<file path="src/mmuf_pkg.sv">
// shared widths and payload types of the minmod upwind flux pipeline
// no dependencies; used by every module of the block
`timescale 1ns / 1ps
package mmuf_pkg;

    localparam int VAL_W = 32;              // stencil values, velocities, face states
    localparam int DET_W = 31;              // cell measure
    localparam int PROD_W = 2 * VAL_W;      // face flux products
    localparam int MAG_W = 2 * VAL_W;       // magnitude of the flux difference

    // values that ride along the reconstruction stages untouched
    typedef struct packed {
        logic signed [VAL_W-1:0] vel_plus;
        logic signed [VAL_W-1:0] vel_minus;
        logic [DET_W-1:0]        measure;
    } t_side;

    // reconstructed face states, already clamped to 32 bits
    typedef struct packed {
        logic signed [VAL_W-1:0] u11;
        logic signed [VAL_W-1:0] u10;
        logic signed [VAL_W-1:0] u01;
        logic signed [VAL_W-1:0] u00;
    } t_faces;

    // flux difference split into sign and magnitude for the divider
    typedef struct packed {
        logic             neg;
        logic [MAG_W-1:0] mag;
        logic [DET_W-1:0] measure;
    } t_quot_in;

endpackage

</file>
<file path="src/mmuf_div.sv">
// pipelined restoring divider, one quotient bit per stage, with rounding and saturation
// depends on mmuf_pkg; quotients of 2^32 and up are caught before the stages
`timescale 1ns / 1ps
module mmuf_div
    import mmuf_pkg::*;
#(
    parameter int DATA_WIDTH = 32
) (
    input  logic                    i_clk,
    input  logic                    i_rst_n,
    input  logic                    i_valid,
    input  t_quot_in                i_quot,
    output logic                    o_valid,
    output logic signed [VAL_W-1:0] o_flux_term,
    output logic                    o_saturated
);

    localparam int SAT_W = (DATA_WIDTH > VAL_W) ? VAL_W : DATA_WIDTH;
    localparam int Q_BITS = MAG_W - VAL_W;
    localparam int Q_W = Q_BITS + 1;
    localparam logic [Q_W-1:0] POS_LIM = (Q_W'(1) << (SAT_W - 1)) - Q_W'(1);
    localparam logic [Q_W-1:0] NEG_LIM = Q_W'(1) << (SAT_W - 1);

    logic                r_v    [Q_BITS+1];
    logic [DET_W-1:0]    r_rem  [Q_BITS+1];
    logic [Q_BITS-1:0]   r_lo   [Q_BITS+1];
    logic [DET_W-1:0]    r_det  [Q_BITS+1];
    logic                r_neg  [Q_BITS+1];
    logic                r_over [Q_BITS+1];
    logic                r_zero [Q_BITS+1];

    logic n_zero;
    assign n_zero = (i_quot.mag == '0);

    always_ff @(posedge i_clk) begin
        if (!i_rst_n) begin
            r_v[0] <= 1'b0;
        end else begin
            r_v[0] <= i_valid;
        end
        r_rem[0]  <= i_quot.mag[MAG_W-2:Q_BITS];
        r_lo[0]   <= i_quot.mag[Q_BITS-1:0];
        r_det[0]  <= i_quot.measure;
        r_neg[0]  <= i_quot.neg;
        // high half at or above the measure: quotient cannot fit
        r_over[0] <= (i_quot.mag[MAG_W-1:Q_BITS] >= VAL_W'(i_quot.measure)) && !n_zero;
        r_zero[0] <= n_zero;
    end

    for (genvar s = 1; s <= Q_BITS; s++) begin : g_step
        logic [DET_W:0] n_t;
        logic           n_ge;

        assign n_t  = {r_rem[s-1], r_lo[s-1][Q_BITS-1]};
        assign n_ge = (n_t >= (DET_W+1)'(r_det[s-1]));

        always_ff @(posedge i_clk) begin
            if (!i_rst_n) begin
                r_v[s] <= 1'b0;
            end else begin
                r_v[s] <= r_v[s-1];
            end
            r_rem[s]  <= n_ge ? DET_W'(n_t - (DET_W+1)'(r_det[s-1])) : n_t[DET_W-1:0];
            r_lo[s]   <= {r_lo[s-1][Q_BITS-2:0], n_ge};
            r_det[s]  <= r_det[s-1];
            r_neg[s]  <= r_neg[s-1];
            r_over[s] <= r_over[s-1];
            r_zero[s] <= r_zero[s-1];
        end
    end

    logic             n_round;
    logic [Q_W-1:0]   n_q, n_lim, n_mag;
    logic             n_sat;

    always_comb begin
        // round half away from zero: 2*rem >= measure
        n_round = ({r_rem[Q_BITS], 1'b0} >= (DET_W+1)'(r_det[Q_BITS]));
        n_q     = Q_W'(r_lo[Q_BITS]) + Q_W'(n_round);
        n_lim   = r_neg[Q_BITS] ? NEG_LIM : POS_LIM;
        n_sat   = !r_zero[Q_BITS] && (r_over[Q_BITS] || (n_q > n_lim));
        if (r_zero[Q_BITS]) begin
            n_mag = '0;
        end else if (n_sat) begin
            n_mag = n_lim;
        end else begin
            n_mag = n_q;
        end
    end

    always_ff @(posedge i_clk) begin
        if (!i_rst_n) begin
            o_valid <= 1'b0;
        end else begin
            o_valid <= r_v[Q_BITS];
        end
        o_flux_term <= r_neg[Q_BITS] ? VAL_W'(-n_mag) : VAL_W'(n_mag);
        o_saturated <= n_sat;
    end

endmodule

</file>
<file path="config.mk">
export PLATFORM = sky130hd
export DESIGN_NAME = mmuf_div
export DESIGN_NICKNAME = d
export VERILOG_FILES = /design/src/mmuf_pkg.sv /design/src/mmuf_div.sv
export SDC_FILE = /design/constraint.sdc
export NUM_CORES = 2
export LEC_CHECK = 0
export BUFFER_PORTS_ARGS = -buffer_cell sky130_fd_sc_hd__buf_4
export CORE_AREA = 2 2 451 453
export CTS_BUF_LIST = sky130_fd_sc_hd__clkbuf_8
export DETAILED_ROUTE_END_ITERATION = 12
export DIE_AREA = 0 0 453 455
export GPL_ROUTABILITY_DRIVEN = 0
export GPL_TIMING_DRIVEN = 0
export PLACE_DENSITY_LB_ADDON = 0.1
export SLEW_MARGIN = 10
export SYNTH_ARGS = -nofsm -noshare
export SYNTH_HDL_FRONTEND = slang
export SYNTH_SLANG_ARGS = --single-unit
</file>
<file path="constraint.sdc">
create_clock -name i_clk -period 16.72 [get_ports i_clk]
set_input_delay 0.836 -clock i_clk [delete_from_list [all_inputs] [get_ports i_clk]]
set_output_delay 0.836 -clock i_clk [all_outputs]
set_load 0.02 [all_outputs]
</file>
-- Word-level counts from Yosys, hierarchy flattened
Memory sizes are Yosys's and may differ from the RTL's. A register that Yosys moved wholly into a read port is not among the register bits.
Index checks and enable logic that the tools add are counted.
- bits in registers: 33
- RAM bits: 3234
- output and inout port bits: 34
- word-level logic and storage cells: 189
- memories: 7
- memory list (memory ; words ; width ; rd ports ; clocked after Yosys merged registers in ; write ports ; line ; text):
    r_lo ; 33 ; 32 ; 33 ; 0 ; 33 ; mmuf_div.sv:26 ; logic [Q_BITS-1:0] r_lo [Q_BITS+1];
    r_det ; 33 ; 31 ; 33 ; 0 ; 33 ; mmuf_div.sv:27 ; logic [DET_W-1:0] r_det [Q_BITS+1];
    r_rem ; 33 ; 31 ; 33 ; 0 ; 33 ; mmuf_div.sv:25 ; logic [DET_W-1:0] r_rem [Q_BITS+1];
    r_neg ; 33 ; 1 ; 33 ; 0 ; 33 ; mmuf_div.sv:28 ; logic r_neg [Q_BITS+1];
    r_over ; 33 ; 1 ; 33 ; 0 ; 33 ; mmuf_div.sv:29 ; logic r_over [Q_BITS+1];
    r_v ; 33 ; 1 ; 33 ; 1 ; 33 ; mmuf_div.sv:24 ; logic r_v [Q_BITS+1];
    +1 memories ; n/a ; n/a ; n/a ; n/a ; n/a ; n/a ;
- $add $sub $neg: 34
- magnitude comparators: 35
- mux-type cells: 71
- bitwise operators: 33
- reductions and logical operators: 7
- operators by type and width (cell ; count):
    $ge 32x31->1 ; 34
    $mux 31 ; 32
    $sub 31x31->31 ; 32
    $mux 32 ; 4
    $logic_not 64->1 ; 1
    $mux 1 ; 35
    $add 32x1->33 ; 1
    $gt 33x32->1 ; 1
    $or 1x1->1 ; 33
    $neg 32->32 ; 1
    $logic_not 1->1 ; 3
    $logic_and 1x1->1 ; 2
    $logic_or 1x1->1 ; 1

-- Logic depth before layout (Yosys ltp)
An unclocked memory read counts as a cell.
- word-level depth: 10
- depth in mapped cells: 39

-- Worst setup path before layout
Ideal clock, no wire load.
- kind: register -> register
- start point: memory r_det[32][1] (netlist: r_det[1][1])
- end point: register o_flux_term[8]
- library setup time: 130 ps
- data arrival time: 5748 ps
- slack: 10843 ps
- cell stages (with the launch flop): 36
- path through: dfxtp_1 -> inv_1 -> ha_1 -> nor2b_1 -> o21ai_0 -> nand2b_1 -> a21oi_1 -> nor2b_1 -> o21ai_0 -> nand2b_1 -> a21oi_1 -> o21ai_0 -> o2111ai_1 -> nand4_1 -> ha_1 -> nand2_1 -> nor4_2 -> and3_1 -> xnor2_1 -> inv_1 -> ha_1 -> a21o_1 -> a21o_1 -> a221oi_1 -> o221ai_1 -> a31oi_1 -> nand2_1 -> clkbuf_1 -> o21ai_0 -> ha_1 -> clkbuf_1 -> clkbuf_1 -> o21a_1 -> o21ai_0 -> nand4_1 -> o31ai_1
- RTL lines (element ; line ; text):
    from (decl) ; mmuf_div.sv:27 ;
    to (signal assigned) ; mmuf_div.sv:97 ; o_flux_term <= r_neg[Q_BITS] ? VAL_W'(-n_mag) : VAL_W'(n_mag);
    to (decl) ; mmuf_div.sv:14 ; output logic signed [VAL_W-1:0] o_flux_term,

==> results_dict.tcl <==
set metrics [dict create \
    status "finished clean" \
    ir_worst_vdd_mv 0.125 \
    start_util_pct 64.7 \
    end_kind "register" \
    dr_total_vias 97000 \
    hp-class "input port to register" \
    period_minus_slack_ns 7.83 \
    powerDensity_mw_per_mm2 222 \
    slew_headroom_pct 19.1 \
    die_y_um 455 \
    viasPerCell 5.72 \
    gr-total-overflow 0 \
    hold_viol 0 \
    grt_pass1_wl_um 487000 \
    drive_above_1_share_pct 9.50 \
    die-area_sq_mm 0.206 \
    fp.coreArea_sq_mm 0.201 \
    post-synth-top-area-cell "dfxtp_1" \
    place_area_sq_mm 0.135 \
    drv_slew 0 \
    ys_seq_area_share_pct 50.3 \
    required_ns 17.74 \
    finalCritPeriodShare_pct 46.8 \
    cts_made_buffers 493 \
    final_area_sq_mm 0.146 \
    crit_type "register to register" \
    cts_tree "yes" \
    antenna_found_initial 10 \
    yosys_warnings 0 \
    max_cap_violations 0 \
    die_w_um 453 \
    postSynthCellCount 13200 \
    synthTopCellsByArea "dfxtp_1, ha_1, a21oi_1" \
    cts_buffer_depth 4 \
    routedWlPerCell_um 18.3 \
    io_pins 133 \
    area_growth_pct 12.2 \
    grt_usage_pct 29.1 \
    synth_seq_cells 3268 \
    first_iter_violations 8489 \
    tightest_slew_ns 1.20 \
    finalSetupTns_ns 0 \
    critPathLaunchType "register" \
    critPathLaunch "r_det[1][1]" \
    clock_latency_ns 1.16 \
    crit_path_top_delay_cell "nor3_1" \
    cts-root-buf "clkbuf_8" \
    synth_area_sq_mm 0.130 \
    synth_nets 14400 \
    critical-path-max-stage-delay_ns 0.52 \
    wirelength_um 310000 \
    nNetsFinal 15100 \
    worstHoldStart "i_quot[94]" \
    dp_hpwl_um 233000 \
    rsz0062_at_grt "false" \
    cp_max_fo 10 \
    cp_data_arrival_time_ns 8.85 \
    dr.pass1.iters 8 \
    drc 0 \
    grt_pass1_vias 95600 \
    syn_area_per_cell_sq_um 9.87 \
    grt_max_degree 32 \
    numPortBuffers 132 \
    crit_top_cell "o21ai_0" \
    fmaxAchievable_mhz 128 \
    postCtsSetupBuffers 0 \
    clkSlewWorstSetupHoldPaths_ns 0.06 \
    p_leak_nw 68.1 \
    async_reset_ff_share_pct 0 \
    reg2reg_from "r_det[1][1]" \
    num_rows 165 \
    cts.sinks 3268 \
    synth_edf_count 0 \
    ant_nets 0 \
    ys.flop_type "dfxtp_1" \
    htree_num_levels 5 \
    finalSetupViolations 0 \
    skew_ns 0.0927 \
    synth_cell_type_count 103 \
    yosysTopAreaCellShare_pct 50.3 \
]
[repair_timing]
action | in CTS | in global routing
hold endpoints to repair | 101 | 0
resized for setup | 0 | 0
hold buffers | 97 | 0
[Yosys cell counts (15+ instances only)]
| master | instances |
|---|---|
| buf_2 | 99 |
| a21o_1 | 486 |
| inv_1 | 1338 |
| nor3_1 | 127 |
| and4_1 | 20 |
| o21a_1 | 180 |
| a31oi_1 | 48 |
| or3_1 | 46 |
| nor2b_1 | 128 |
| nand3b_1 | 16 |
| and2_1 | 74 |
| o31ai_1 | 76 |
| a211o_1 | 22 |
| and3_1 | 80 |
| mux2_2 | 232 |
| xnor2_1 | 533 |
| clkbuf_1 | 113 |
| o21bai_1 | 116 |
| o2111ai_1 | 23 |
| or2_2 | 30 |
| fa_1 | 32 |
| o22ai_1 | 20 |
| nor2_1 | 618 |
| o21ai_0 | 930 |
| o31a_1 | 33 |
| nor4_1 | 61 |
| a211oi_1 | 88 |
| ha_1 | 1088 |
| o21ai_1 | 34 |
| nand4_1 | 156 |
| or4_1 | 15 |
| dfxtp_1 | 3268 |
| a21boi_0 | 17 |
| mux2i_1 | 19 |
| nand2b_1 | 145 |
| o211ai_1 | 53 |
| nand2_1 | 942 |
| xor2_1 | 341 |
| a311oi_1 | 21 |
| nand3_1 | 181 |
| a21oi_1 | 1067 |
[report_power, final]
group | total [W] | internal (W) | switching, W
logic | 0.0144 | 0.00608 | 0.00828
registers | 0.0113 | 0.0100 | 0.00122
clock network | 0.00685 | 0.00385 | 0.00301
[layer usage]
metal / wire, um / global-route usage (%) / share of wire (%) / vias to the layer above
met5: 48 / 0 / 0.016 / -
met3: 23300 / 5.85 / 7.5 / 845
met1: 129000 / 36.5 / 42 / 45500
met4: 11900 / 12.3 / 3.8 / 6
met2: 146000 / 48.9 / 47 / 3797
li1: - / - / - / 46800
[cell usage in the layout (no fill, tap or decap), types with 46 or more instances in the layout]
| cell | instances |
|---|---|
| o21ai_0 | 930 |
| nor4_1 | 59 |
| a31oi_1 | 48 |
| dfxtp_1 | 3267 |
| nor3_1 | 127 |
| nor2b_1 | 128 |
| nand3_1 | 181 |
| and3_1 | 80 |
| buf_4 | 139 |
| mux2_2 | 232 |
| o21bai_1 | 116 |
| nand2_1 | 942 |
| xnor2_1 | 533 |
| nand2b_1 | 145 |
| ha_1 | 1088 |
| a21o_1 | 486 |
| inv_1 | 1437 |
| buf_2 | 99 |
| clkinv_2 | 92 |
| or3_1 | 46 |
| dlygate4sd3_1 | 97 |
| o31ai_1 | 76 |
| a21oi_1 | 1067 |
| and2_1 | 74 |
| clkbuf_1 | 113 |
| nor2_1 | 618 |
| xor2_1 | 341 |
| nand4_1 | 156 |
| clkbuf_8 | 620 |
| a211oi_1 | 88 |
| o21a_1 | 180 |
| o211ai_1 | 53 |
[worst max-delay path: cells and delay by family, from the launching register on]
kind,cells,cell delay [ns]
adder cells (fa/ha/maj),4,1.06
AO/OA/AOI/OAI,10,1.55
flip-flops,1,0.30
AND/OR/NAND/NOR,16,3.17
buffers and inverters,6,1.49
XOR/XNOR,1,0.19
[cell families after synthesis]
kind of cell	after synthesis	share of synthesized area [%]
flops	3268	50.3
compound gates	3400	16.1
simple gates	2685	9.81
mux	261	2.24
xor+xnor	874	5.88
buf+inv	1573	4.70
fa+ha+maj	1120	11.0
[cell type report]
class	count	area, sq um
flip-flops and latches	3268	65400
fillers	14500	55200
well taps	2672	3340
diodes	5	12.5
plain buffers	232	1080
repair buffers	231	1980
clock buffers	620	8530
multi-input cells	8340	58600
inverters	1341	5030
clock inverters	251	2050
[state kept, by name (all words and copies together), names as in the netlist]
register	count
o_flux_term	32
o_saturated	1
r_lo	1056
o_valid	1
r_v	33
r_det	1023
r_neg	33
r_zero	33
r_over	33
r_rem	1023
[per-stage QoR]
stage               cells  total power [W]  hold WS (ns)  utilization, %  setup slack, ns
floorplan           13200           0.0217         0.310               -            10.84
global placement    16000           0.0248         0.309            66.8             9.14
detailed placement  16000           0.0253         0.312            66.8             8.96
CTS                 17000           0.0323        0.0634            72.6             8.98
global route        17000           0.0346         0.154            72.6             8.22
finish              17000           0.0325         0.202            72.6             8.89
[final timing paths]
kind	slack (ns)	depth (start not counted)	end
worst min-delay path	0.20	3	r_over[0][0]
worst max-delay path	8.89	37	o_flux_term[8]
worst max register to register	8.89	37	o_flux_term[8]
worst min register to register	0.27	0	r_lo[0][164]
No activity file was read; power rests on OpenSTA's default activity.
